$ cat src/msw_pkg.sv
// Shared types and constants for the mode switch supervisor.
package msw_pkg;

    localparam int unsigned MODE_W    = 2;
    localparam int unsigned TARGET_W  = 3;
    localparam int unsigned STEP_W    = 8;
    localparam int unsigned ELAPSED_W = 16;
    localparam int unsigned CFG_IDX_W = 1;
    localparam int unsigned CFG_DAT_W = 16;

    // Input opcodes
    localparam logic OP_START = 1'b0;
    localparam logic OP_TICK  = 1'b1;

    // Configuration register indexes
    localparam logic [CFG_IDX_W-1:0] REG_TICK_STEP = 1'b0;
    localparam logic [CFG_IDX_W-1:0] REG_TIMEOUT   = 1'b1;

    localparam logic [STEP_W-1:0]    TICK_STEP_RST = 8'd25;
    localparam logic [ELAPSED_W-1:0] TIMEOUT_RST   = 16'd2000;
    localparam logic [ELAPSED_W-1:0] ELAPSED_MAX   = 16'hFFFF;

    // Mode codes
    localparam logic [TARGET_W-1:0] MODE_0 = 3'd0;
    localparam logic [TARGET_W-1:0] MODE_1 = 3'd1;
    localparam logic [TARGET_W-1:0] MODE_2 = 3'd2;
    localparam logic [TARGET_W-1:0] MODE_3 = 3'd3;

    typedef struct packed {
        logic                opcode;
        logic [TARGET_W-1:0] requested_mode;
        logic                sense_bz;
        logic                sense_gvi;
        logic                sense_btr;
    } t_item;

    typedef struct packed {
        logic              armed;
        logic [MODE_W-1:0] current_mode;
        logic              error_flag;
        logic              bz_power_clear;
        logic              aux_power_clear;
        logic              gvi_power_write;
        logic              gvi_power_level;
        logic              btr_power_write;
        logic              btr_power_level;
    } t_result;

    typedef struct packed {
        logic                 armed;
        logic [MODE_W-1:0]    mode_now;
        logic [TARGET_W-1:0]  mode_target;
        logic [ELAPSED_W-1:0] elapsed_ms;
        logic                 error_sticky;
    } t_state;

endpackage

$ cat src/msw_ifs.sv
// Handshake channel interfaces: input items, results, configuration writes.
interface msw_in_if;
    logic                          valid;
    logic                          ready;
    logic                          opcode;
    logic [msw_pkg::TARGET_W-1:0]  requested_mode;
    logic                          sense_bz;
    logic                          sense_gvi;
    logic                          sense_btr;

    modport source (output valid, opcode, requested_mode, sense_bz, sense_gvi, sense_btr,
                     input ready);
    modport sink   (input valid, opcode, requested_mode, sense_bz, sense_gvi, sense_btr,
                     output ready);
endinterface

interface msw_out_if;
    logic                        valid;
    logic                        ready;
    logic                        armed;
    logic [msw_pkg::MODE_W-1:0]  current_mode;
    logic                        error_flag;
    logic                        bz_power_clear;
    logic                        aux_power_clear;
    logic                        gvi_power_write;
    logic                        gvi_power_level;
    logic                        btr_power_write;
    logic                        btr_power_level;

    modport source (output valid, armed, current_mode, error_flag, bz_power_clear,
                     aux_power_clear, gvi_power_write, gvi_power_level, btr_power_write,
                     btr_power_level, input ready);
    modport sink   (input valid, armed, current_mode, error_flag, bz_power_clear,
                     aux_power_clear, gvi_power_write, gvi_power_level, btr_power_write,
                     btr_power_level, output ready);
endinterface

interface msw_cfg_if;
    logic                           valid;
    logic                           ready;
    logic [msw_pkg::CFG_IDX_W-1:0]  index;
    logic [msw_pkg::CFG_DAT_W-1:0]  data;

    modport source (output valid, index, data, input ready);
    modport sink   (input valid, index, data, output ready);
endinterface

$ cat src/mode_switch_supervisor.sv
// Mode switch supervisor top level: input register, decision logic, result register.
// Result path: an input transfer fills the input reg; the result reg loads when free.
// Throughput: one item per cycle unless the sink stalls; one eval stage updates state.
// Reset: synchronous active-low; clears valids, supervisor state, error flag,
//        and loads default step (25 ms) and timeout (2000 ms).
module mode_switch_supervisor (
    input  logic       i_clk,
    input  logic       i_rst_n,
    msw_in_if.sink     i_in,
    msw_out_if.source  o_res,
    msw_cfg_if.sink    i_cfg
);
    // config registers
    logic [msw_pkg::STEP_W-1:0]    r_tick_step;
    logic [msw_pkg::ELAPSED_W-1:0] r_timeout;

    // supervisor state and its next value from the eval stage
    msw_pkg::t_state  r_state;
    msw_pkg::t_state  n_state;

    logic             stage_valid;
    msw_pkg::t_item   stage_item;
    msw_pkg::t_result eval_result;
    logic             out_free;
    logic             adv;

    // An item leaves the input register when the result register can take it.
    // State commits on the same edge, so the next item sees the updated state.
    assign adv = stage_valid && out_free;

    // Config writes land any time; the user only writes while idle.
    assign i_cfg.ready = 1'b1;

    always_ff @(posedge i_clk) begin
        if (!i_rst_n) begin
            r_tick_step <= msw_pkg::TICK_STEP_RST;
            r_timeout   <= msw_pkg::TIMEOUT_RST;
        end else if (i_cfg.valid) begin
            if (i_cfg.index == msw_pkg::REG_TICK_STEP) begin
                r_tick_step <= i_cfg.data[msw_pkg::STEP_W-1:0];
            end else begin
                r_timeout <= i_cfg.data[msw_pkg::ELAPSED_W-1:0];
            end
        end
    end

    always_ff @(posedge i_clk) begin
        if (!i_rst_n) begin
            r_state <= '0;
        end else if (adv) begin
            r_state <= n_state;
        end
    end

    msw_in_reg u_in_reg (
        .i_clk   (i_clk),
        .i_rst_n (i_rst_n),
        .i_in    (i_in),
        .i_adv   (adv),
        .o_valid (stage_valid),
        .o_item  (stage_item)
    );

    msw_eval u_eval (
        .i_state   (r_state),
        .i_item    (stage_item),
        .i_step    (r_tick_step),
        .i_timeout (r_timeout),
        .o_state   (n_state),
        .o_result  (eval_result)
    );

    msw_out_reg u_out_reg (
        .i_clk    (i_clk),
        .i_rst_n  (i_rst_n),
        .i_load   (adv),
        .i_result (eval_result),
        .o_free   (out_free),
        .o_res    (o_res)
    );
endmodule

$ cat src/msw_in_reg.sv
// Input register stage: captures one item per transfer.
module msw_in_reg (
    input  logic             i_clk,
    input  logic             i_rst_n,
    msw_in_if.sink           i_in,
    input  logic             i_adv,
    output logic             o_valid,
    output msw_pkg::t_item   o_item
);
    logic           r_valid;
    msw_pkg::t_item r_item;

    assign i_in.ready = !r_valid || i_adv;
    assign o_valid    = r_valid;
    assign o_item     = r_item;

    always_ff @(posedge i_clk) begin
        if (!i_rst_n) begin
            r_valid <= 1'b0;
        end else if (i_in.ready) begin
            r_valid <= i_in.valid;
        end
    end

    always_ff @(posedge i_clk) begin
        if (i_in.valid && i_in.ready) begin
            r_item.opcode         <= i_in.opcode;
            r_item.requested_mode <= i_in.requested_mode;
            r_item.sense_bz       <= i_in.sense_bz;
            r_item.sense_gvi      <= i_in.sense_gvi;
            r_item.sense_btr      <= i_in.sense_btr;
        end
    end
endmodule

$ cat src/msw_eval.sv
// Per-item decision logic: elapsed update, feedback rules, power-line strobes.
module msw_eval (
    input  msw_pkg::t_state                     i_state,
    input  msw_pkg::t_item                      i_item,
    input  logic [msw_pkg::STEP_W-1:0]          i_step,
    input  logic [msw_pkg::ELAPSED_W-1:0]       i_timeout,
    output msw_pkg::t_state                     o_state,
    output msw_pkg::t_result                    o_result
);
    logic [msw_pkg::ELAPSED_W:0]   sum;
    logic [msw_pkg::ELAPSED_W-1:0] elapsed_sat;
    logic                          tout;
    logic                          ok;
    logic                          bzc, auxc, gw, gl, bw, bl;
    logic                          from2, from3;
    msw_pkg::t_state               ns;

    assign sum         = {1'b0, i_state.elapsed_ms} + {{(msw_pkg::ELAPSED_W+1-msw_pkg::STEP_W){1'b0}},
                                                       i_step};
    assign elapsed_sat = sum[msw_pkg::ELAPSED_W] ? msw_pkg::ELAPSED_MAX
                                                 : sum[msw_pkg::ELAPSED_W-1:0];
    assign tout        = elapsed_sat >= i_timeout;
    assign from2       = i_state.mode_now == msw_pkg::MODE_2[msw_pkg::MODE_W-1:0];
    assign from3       = i_state.mode_now == msw_pkg::MODE_3[msw_pkg::MODE_W-1:0];

    always_comb begin
        ns   = i_state;
        ok   = 1'b0;
        bzc  = 1'b0;
        auxc = 1'b0;
        gw   = 1'b0;
        gl   = 1'b0;
        bw   = 1'b0;
        bl   = 1'b0;
        if (i_item.opcode == msw_pkg::OP_START) begin
            ns.mode_target = i_item.requested_mode;
            ns.elapsed_ms  = '0;
            ns.armed       = 1'b1;
        end else if (i_state.armed) begin
            ns.elapsed_ms = elapsed_sat;
            case (i_state.mode_target)
                msw_pkg::MODE_0: begin
                    case ({1'b0, i_state.mode_now})
                        msw_pkg::MODE_0: ok = i_item.sense_bz && i_item.sense_gvi
                                              && !i_item.sense_btr;
                        msw_pkg::MODE_1: ok = i_item.sense_bz;
                        msw_pkg::MODE_2: ok = i_item.sense_gvi;
                        default:         ok = !i_item.sense_btr;
                    endcase
                    bzc = ok || tout;
                    if (!ok && tout) begin
                        if (from2 && i_item.sense_bz) begin
                            gw = 1'b1;
                            gl = 1'b1;
                        end
                        if (from3) begin
                            bw = 1'b1;
                        end
                    end
                end
                msw_pkg::MODE_1: begin
                    ok   = !i_item.sense_bz;
                    auxc = ok || tout;
                end
                msw_pkg::MODE_2: begin
                    ok = !i_item.sense_gvi;
                    if (!ok && tout) begin
                        if (from2) begin
                            gw = i_item.sense_bz;
                            gl = i_item.sense_bz;
                        end else begin
                            gw = 1'b1;
                        end
                    end
                end
                msw_pkg::MODE_3: begin
                    ok = i_item.sense_btr;
                    if (!ok && tout) begin
                        bw = 1'b1;
                        bl = !from3;
                    end
                end
                default: begin
                    // target out of range: drop out on this tick
                    ns.armed      = 1'b0;
                    ns.elapsed_ms = '0;
                end
            endcase
            if (!i_state.mode_target[msw_pkg::TARGET_W-1]) begin
                if (ok) begin
                    ns.mode_now   = i_state.mode_target[msw_pkg::MODE_W-1:0];
                    ns.armed      = 1'b0;
                    ns.elapsed_ms = '0;
                end else if (tout) begin
                    ns.error_sticky = 1'b1;
                    ns.armed        = 1'b0;
                    ns.elapsed_ms   = '0;
                end
            end
        end
    end

    assign o_state                  = ns;
    assign o_result.armed           = ns.armed;
    assign o_result.current_mode    = ns.mode_now;
    assign o_result.error_flag      = ns.error_sticky;
    assign o_result.bz_power_clear  = bzc;
    assign o_result.aux_power_clear = auxc;
    assign o_result.gvi_power_write = gw;
    assign o_result.gvi_power_level = gl;
    assign o_result.btr_power_write = bw;
    assign o_result.btr_power_level = bl;
endmodule

$ cat src/msw_out_reg.sv
// Result register: holds a result until the sink takes it.
module msw_out_reg (
    input  logic              i_clk,
    input  logic              i_rst_n,
    input  logic              i_load,
    input  msw_pkg::t_result  i_result,
    output logic              o_free,
    msw_out_if.source         o_res
);
    logic             r_valid;
    msw_pkg::t_result r_result;

    assign o_free = !r_valid || o_res.ready;

    always_ff @(posedge i_clk) begin
        if (!i_rst_n) begin
            r_valid <= 1'b0;
        end else if (o_free) begin
            r_valid <= i_load;
        end
    end

    always_ff @(posedge i_clk) begin
        if (i_load) begin
            r_result <= i_result;
        end
    end

    assign o_res.valid           = r_valid;
    assign o_res.armed           = r_result.armed;
    assign o_res.current_mode    = r_result.current_mode;
    assign o_res.error_flag      = r_result.error_flag;
    assign o_res.bz_power_clear  = r_result.bz_power_clear;
    assign o_res.aux_power_clear = r_result.aux_power_clear;
    assign o_res.gvi_power_write = r_result.gvi_power_write;
    assign o_res.gvi_power_level = r_result.gvi_power_level;
    assign o_res.btr_power_write = r_result.btr_power_write;
    assign o_res.btr_power_level = r_result.btr_power_level;
endmodule

$ cat src/flat_wrapper.sv
// flat-port wrapper written by rule: the top's interface ports become plain ports
module mode_switch_supervisor_flat 
  (i_clk, i_rst_n, i_in_valid, i_in_opcode, i_in_requested_mode, i_in_sense_bz, i_in_sense_gvi, i_in_sense_btr, i_in_ready, o_res_valid, o_res_armed, o_res_current_mode, o_res_error_flag, o_res_bz_power_clear, o_res_aux_power_clear, o_res_gvi_power_write, o_res_gvi_power_level, o_res_btr_power_write, o_res_btr_power_level, o_res_ready, i_cfg_valid, i_cfg_index, i_cfg_data, i_cfg_ready);
  msw_in_if i_in_i ();
  msw_out_if o_res_i ();
  msw_cfg_if i_cfg_i ();
  input  logic i_clk;
  input  logic i_rst_n;
  input wire logic [$bits(i_in_i.valid)-1:0] i_in_valid;
  input wire logic [$bits(i_in_i.opcode)-1:0] i_in_opcode;
  input wire logic [$bits(i_in_i.requested_mode)-1:0] i_in_requested_mode;
  input wire logic [$bits(i_in_i.sense_bz)-1:0] i_in_sense_bz;
  input wire logic [$bits(i_in_i.sense_gvi)-1:0] i_in_sense_gvi;
  input wire logic [$bits(i_in_i.sense_btr)-1:0] i_in_sense_btr;
  output wire logic [$bits(i_in_i.ready)-1:0] i_in_ready;
  output wire logic [$bits(o_res_i.valid)-1:0] o_res_valid;
  output wire logic [$bits(o_res_i.armed)-1:0] o_res_armed;
  output wire logic [$bits(o_res_i.current_mode)-1:0] o_res_current_mode;
  output wire logic [$bits(o_res_i.error_flag)-1:0] o_res_error_flag;
  output wire logic [$bits(o_res_i.bz_power_clear)-1:0] o_res_bz_power_clear;
  output wire logic [$bits(o_res_i.aux_power_clear)-1:0] o_res_aux_power_clear;
  output wire logic [$bits(o_res_i.gvi_power_write)-1:0] o_res_gvi_power_write;
  output wire logic [$bits(o_res_i.gvi_power_level)-1:0] o_res_gvi_power_level;
  output wire logic [$bits(o_res_i.btr_power_write)-1:0] o_res_btr_power_write;
  output wire logic [$bits(o_res_i.btr_power_level)-1:0] o_res_btr_power_level;
  input wire logic [$bits(o_res_i.ready)-1:0] o_res_ready;
  input wire logic [$bits(i_cfg_i.valid)-1:0] i_cfg_valid;
  input wire logic [$bits(i_cfg_i.index)-1:0] i_cfg_index;
  input wire logic [$bits(i_cfg_i.data)-1:0] i_cfg_data;
  output wire logic [$bits(i_cfg_i.ready)-1:0] i_cfg_ready;
  assign i_in_i.valid = i_in_valid;
  assign i_in_i.opcode = i_in_opcode;
  assign i_in_i.requested_mode = i_in_requested_mode;
  assign i_in_i.sense_bz = i_in_sense_bz;
  assign i_in_i.sense_gvi = i_in_sense_gvi;
  assign i_in_i.sense_btr = i_in_sense_btr;
  assign i_in_ready = i_in_i.ready;
  assign o_res_valid = o_res_i.valid;
  assign o_res_armed = o_res_i.armed;
  assign o_res_current_mode = o_res_i.current_mode;
  assign o_res_error_flag = o_res_i.error_flag;
  assign o_res_bz_power_clear = o_res_i.bz_power_clear;
  assign o_res_aux_power_clear = o_res_i.aux_power_clear;
  assign o_res_gvi_power_write = o_res_i.gvi_power_write;
  assign o_res_gvi_power_level = o_res_i.gvi_power_level;
  assign o_res_btr_power_write = o_res_i.btr_power_write;
  assign o_res_btr_power_level = o_res_i.btr_power_level;
  assign o_res_i.ready = o_res_ready;
  assign i_cfg_i.valid = i_cfg_valid;
  assign i_cfg_i.index = i_cfg_index;
  assign i_cfg_i.data = i_cfg_data;
  assign i_cfg_ready = i_cfg_i.ready;
  mode_switch_supervisor u_core (.i_clk(i_clk), .i_rst_n(i_rst_n), .i_in(i_in_i), .o_res(o_res_i), .i_cfg(i_cfg_i));
endmodule
$ cat config.mk
export PLATFORM = sky130hd
export DESIGN_NAME = mode_switch_supervisor_flat
export DESIGN_NICKNAME = d
export VERILOG_FILES = /design/src/msw_pkg.sv /design/src/msw_ifs.sv /design/src/mode_switch_supervisor.sv /design/src/msw_in_reg.sv /design/src/msw_eval.sv /design/src/msw_out_reg.sv /design/src/flat_wrapper.sv
export SDC_FILE = /design/constraint.sdc
export NUM_CORES = 1
export LEC_CHECK = 0
export ABC_AREA = 1
export BUFFER_PORTS_ARGS = -buffer_cell sky130_fd_sc_hd__buf_2
export CAP_MARGIN = 20
export CELL_PAD_IN_SITES_DETAIL_PLACEMENT = 2
export CELL_PAD_IN_SITES_GLOBAL_PLACEMENT = 2
export CORE_UTILIZATION = 36
export DETAILED_ROUTE_END_ITERATION = 10
export HOLD_SLACK_MARGIN = 0.03
export PLACE_DENSITY_LB_ADDON = 0.1
export SLEW_MARGIN = 20
export SYNTH_ARGS = -nofsm -noshare
export SYNTH_HDL_FRONTEND = slang
export SYNTH_SLANG_ARGS = --single-unit
$ cat constraint.sdc
create_clock -name i_clk -period 6.27 [get_ports i_clk]
set_input_delay 0.3135 -clock i_clk [delete_from_list [all_inputs] [get_ports i_clk]]
set_output_delay 0.3135 -clock i_clk [all_outputs]
set_load 0.03 [all_outputs]
# After elaboration in Yosys (flattened, before gate mapping)
# Cells that the tools add are included.
# word_totals
ff_bits	66
out_inout_bits	13
elab_cells	100
# op_classes
add_sub_neg	1
n_lt_le_gt_ge	1
n_eq_ne	7
mux	36
bitwise_logic	2
n_reduce_logical	30
# ops
cell	n
$mux W16	4
$mux W17	3
$mux W1	20
$add A16 B8 Y17	1
$ge A16 B16 Y1	1
$reduce_and A2 Y1	5
$logic_and A1 B1 Y1	8
$logic_not A1 Y1	7
$eq A3 B2 Y1 const B	2
$mux W3	2
$pmux W1 S2	3
$reduce_and A3 Y1	2
$eq A2 B2 Y1 const B	2
$logic_or A1 B1 Y1	4
$mux W2	2
$pmux W1 S4	1
$reduce_and A4 Y1	1
$reduce_or A4 Y1	1
$eq A3 B1 Y1 const B	1
$logic_not A3 Y1	1
$pmux W1 S3	1
$eq A2 B1 Y1 const B	1
$logic_not A2 Y1	1
$ne A2 B1 Y1 const B	1
$not A1 Y1	2

# Longest topological paths before layout
# depth
depth_word	13
depth_mapped	25

# Hierarchy
# A second synthesis with hierarchy kept.
# unflattened
hier_cells	593
area_unflattened_um2	4225.3
# modules_own_cells
mod	n_inst	cells_each	area_per_inst_um2	seq_area_each_um2
msw_eval	1	343	1864.3	0.0
mode_switch_supervisor	1	220	1752.9	940.9
msw_out_reg	1	16	346.6	320.3
msw_in_reg	1	14	261.5	230.2

# Worst setup path after synthesis
# No wires, ideal clock.
# synth_path
path_type	register -> register
from	register u_core.r_state[1] (netlist bit)
to	register u_core.u_out_reg.r_result (netlist bit u_core.u_out_reg.o_res.gvi_power_write) (data pin)
setup_time_ns	0.262
arrival_time_ns	2.885
required_ns	6.008
setup_slack_ns	3.124
path_stages_with_launch	21
synth_period_minus_slack_ns	3.146
cell_sequence	dfxtp_1 > ha_1 > fa_1 > nand2_1 > nand2_1 > nand3_1 > nand2_1 > nand2_2 > inv_2 > buf_6 > nor2_1 > inv_1 > ha_1 > a21oi_1 > o21ai_0 > a21oi_1 > nand2_1 > nand2_1 > nor2_1 > nand2_1 > o21ai_0
# synth_between
elab_chain_len	6
word_cells_on_any_way	8
cone_classes	add/sub: 1; order compare: 1; mux: 4; reduce/logical: 2
# synth_rtl
item	line_no	source
start, declared	mode_switch_supervisor.sv:18	msw_pkg::t_state r_state;
start signal, assigned	mode_switch_supervisor.sv:51	r_state <= n_state;
$add A16 B8 Y17 *	msw_eval.sv:18	assign sum = {1'b0, i_state.elapsed_ms} + {{(msw_pkg::ELAPSED_W+1-msw_pkg::STEP_W){1'b0}},
$mux W16 *	msw_eval.sv:20	assign elapsed_sat = sum[msw_pkg::ELAPSED_W] ? msw_pkg::ELAPSED_MAX
$ge A16 B16 Y1 *	msw_eval.sv:22	assign tout = elapsed_sat >= i_timeout;
$logic_and A1 B1 Y1, on equally long branches	msw_eval.sv:67, msw_eval.sv:51	
$mux W1, on equally long branches	msw_eval.sv:67, msw_eval.sv:51	
$pmux W1 S2 *	msw_eval.sv:41	case (i_state.mode_target)
end signal, assigned	msw_out_reg.sv:25	r_result <= i_result;
end, declared	msw_out_reg.sv:11	msw_pkg::t_result r_result;
# Mark *: on every way between the ends. The rest lies on a longest branch, timed or not.
# A chain may end at the register's enable or synchronous reset.

# Worst setup path after layout
# Same ends and word-level chain as after synthesis.

==> flow_summary.json <==
{
  "place.detailed.hpwl_microns": 9110,
  "clock-skew-final_ps": 7.32,
  "tritoncts_num_sinks": 66,
  "fin_setup_tns_ps": 0,
  "timing.max_slew.rel_slack_pct": 45.8,
  "share_of_final_layout_standard_cells_stronger_than_drive_strength_1_pct": 13.6,
  "core_area_sq_mm": 0.0103,
  "cts.clk_slew.worst_paths_ps": 70,
  "timing_max_transition_violations_final": 0,
  "hold_buffers": 0,
  "routedWlPerCell_microns": 15.7,
  "cp_max_fo": 12,
  "tritoncts": "yes",
  "die_height_microns": 105,
  "min_from": "i_in_sense_btr",
  "final_cell_mix": "nand2_1 (118), inv_1 (94), nor2_1 (91)",
  "viasPerCell": 4.87,
  "wirelength_microns": 11400,
  "worst_slew_pin_slew_ps": 812,
  "dieArea_sq_mm": 0.0111,
  "design_power_total_uw": 903,
  "fp.dieW_microns": 105,
  "end_kind": "register",
  "worst_hold_path_type": "in -> reg",
  "async_reset_ff_share_pct": 0,
  "final_nets": 639,
  "worst_setup_path_start_kind": "register",
  "vias": 3534,
  "cts_inserted_buffers": 9,
  "gp_routability_congestion": 0.778,
  "ctsRootBufferMaster": "clkbuf_8",
  "post-route-min-period_ps": 3690,
  "cellLeakagePower_nw": 2.29,
  "mean_syn_cell_area_sq_um": 7.01,
  "max-cap-violations": 0,
  "post-cts-setup-buffer-count": 0,
  "holdPathStages": 1,
  "grt_pass1_wl_microns": 19300,
  "dr.first_iter.drc_count": 72,
  "grt_max_degree": 30,
  "detail_route.first_pass.iterations": 4,
  "cp_data_required_time_ps": 6370,
  "drcViolationCount": 0,
  "synth_enable_flop_cells": 17,
  "insertion_delay_ps": 360,
  "ys_dominant_reg_cell": "dfxtp_1",
  "startpoint": "u_core.r_state[1]",
  "n_antenna_cell": 0,
  "layout_commonest_cell": "nand2_1",
  "post_synth_inst_count": 546,
  "floorplan.initialDensity_pct": 37.1,
  "finish.utilization_pct": 41.6,
  "setup-violations-final": 0,
  "timing.reg2reg.setup_slack_ps": 2580,
  "power.density_cell_area_mw_per_mm2": 210,
  "grt_setup_unrepaired": "no",
  "min_delay_worst_endpoint": "u_core.u_in_reg.o_item[0]",
  "syn2layout_area_growth_pct": 12.3,
  "synthDistinctLibCells": 36,
  "critical_path.reg2reg.startpoint": "u_core.r_state[1]",
  "max-vdd-ir-drop_uv": 111,
  "port_buffers": 40,
  "worstReg2RegEnd": "u_core.u_out_reg.o_res.gvi_power_write",
  "antenna_found_initial": 0,
  "post_synth_instance_area_sq_mm": 0.00383,
  "clock_tree.buffer_depth": 2,
  "fmaxAchievable_mhz": 271,
  "rows": 37,
  "yosys_warnings": 0,
  "io-pin-count": 42,
  "criticalPathCategory": "reg -> reg",
  "timing_hold_violations_final": 0,
  "grt_pass1_vias": 3868,
  "worst-endpoint-arrival_ps": 3790,
  "post_cts_resize_count": 0,
  "grtUsageTotal_pct": 22.6,
  "antenna_violating_nets_post_route": 0,
  "postSynthRegisterBits": 66,
  "synth_seq_area_share_pct": 39.0,
  "syn-num-nets": 600,
  "outcome": "finished, final reports clean",
  "cts_max_level": 3,
  "hold_ws_ps": 128,
  "aggregate_global_routing_overflow": 0,
  "finalCritPeriodShare_pct": 58.9,
  "worst-r2r-cell-count": 19
}
flip-flops by register name, indices dropped and copies added (netlist names), 2 cells and up:
signal	count
u_core.r_tick_step	8
u_core.u_in_reg.o_item	7
u_core.u_out_reg.o_res.current_mode	2
u_core.r_state	23
u_core.r_timeout	16
synth_stat cells (2+ instances only):
cell,n,share of area (%)
o21ai_0,28,3.7
nand4_1,5,0.82
nor2_1,91,8.9
nor2_2,11,1.8
dfxtp_1,49,26
inv_1,94,9.2
a21oi_1,28,3.7
nand2_2,3,0.49
nor2_4,2,0.59
clkbuf_1,8,0.78
o211ai_1,6,1.2
o21ai_1,2,0.26
buf_6,2,0.59
edfxtp_1,17,13
ha_1,24,7.8
nand3_1,24,3.1
xor2_1,6,1.4
inv_2,7,0.69
nor3_1,5,0.65
nand2_1,118,12
worst max-delay path by stage:
| stage | cells after the start | endpoint | slack, ps |
|---|---|---|---|
| 3_3_place_gp | 19 | u_core.u_out_reg.o_res.aux_power_clear | 2690 |
| 2_1_floorplan | 20 | u_core.u_out_reg.o_res.gvi_power_write | 3120 |
| 3_5_place_dp | 23 | u_core.u_out_reg.o_res.gvi_power_write | 2580 |
| 6_report | 19 | u_core.u_out_reg.o_res.gvi_power_write | 2580 |
| 4_1_cts | 17 | u_core.u_out_reg.o_res.aux_power_clear | 2530 |
| 5_1_grt | 19 | u_core.u_out_reg.o_res.gvi_power_write | 2230 |
layout make-up:
type                       instances  area (sq um)
clock inverter                     3          16.3
inverter                         101           379
sequential                        66          1490
multi-input combinational        367          1890
fill                            1272          6020
timing repair buffer              40           200
tap                              136           170
clock buffer                      13           149
stage by stage:
stage	setup WS [ps]	cells	instance area, sq um
floorplan	3120	546	3830
global placement	2690	710	4130
detailed placement	2580	710	4130
CTS	2530	726	4300
global route	2230	726	4300
finish	2580	726	4300
layer usage:
metal	wire, microns	GRT usage [%]	share of wire [%]
met2	5600	39.2	49
met5	0	0	0
met4	165	6.74	1.4
met3	229	4.12	2.0
met1	5380	28.4	47
worst max-delay path, cell delays in order (launching register included):
cell	delay, ps
dfxtp_1	320
ha_1	250
fa_1	470
nand2_1	90
nand2_1	70
nand3_1	80
nand2_1	150
nand2_2	150
inv_2	120
nor2_1	200
inv_1	60
ha_1	300
a21oi_1	150
o21ai_0	90
a21oi_1	300
nand2_1	270
nand2_1	130
nor2_1	70
nand2_1	70
o21ai_0	90
report_power, final:
| part | internal, mW | switching [mW] |
|---|---|---|
| logic | 0.0353 | 0.0754 |
| registers | 0.456 | 0.0111 |
| clock network | 0.154 | 0.171 |
| total | 0.645 | 0.258 |
kinds of logic after synthesis:
family,after synthesis,share of synthesized area (%)
AND/OR/NAND/NOR,265,29.6
XOR/XNOR,7,1.60
flip-flops,66,39.0
buffers and inverters,113,11.6
AO/OA/AOI/OAI,69,9.74
other,1,0.0979
adder cells (fa/ha/maj),25,8.37
Note: power is estimated with default switching activity, not from simulation.
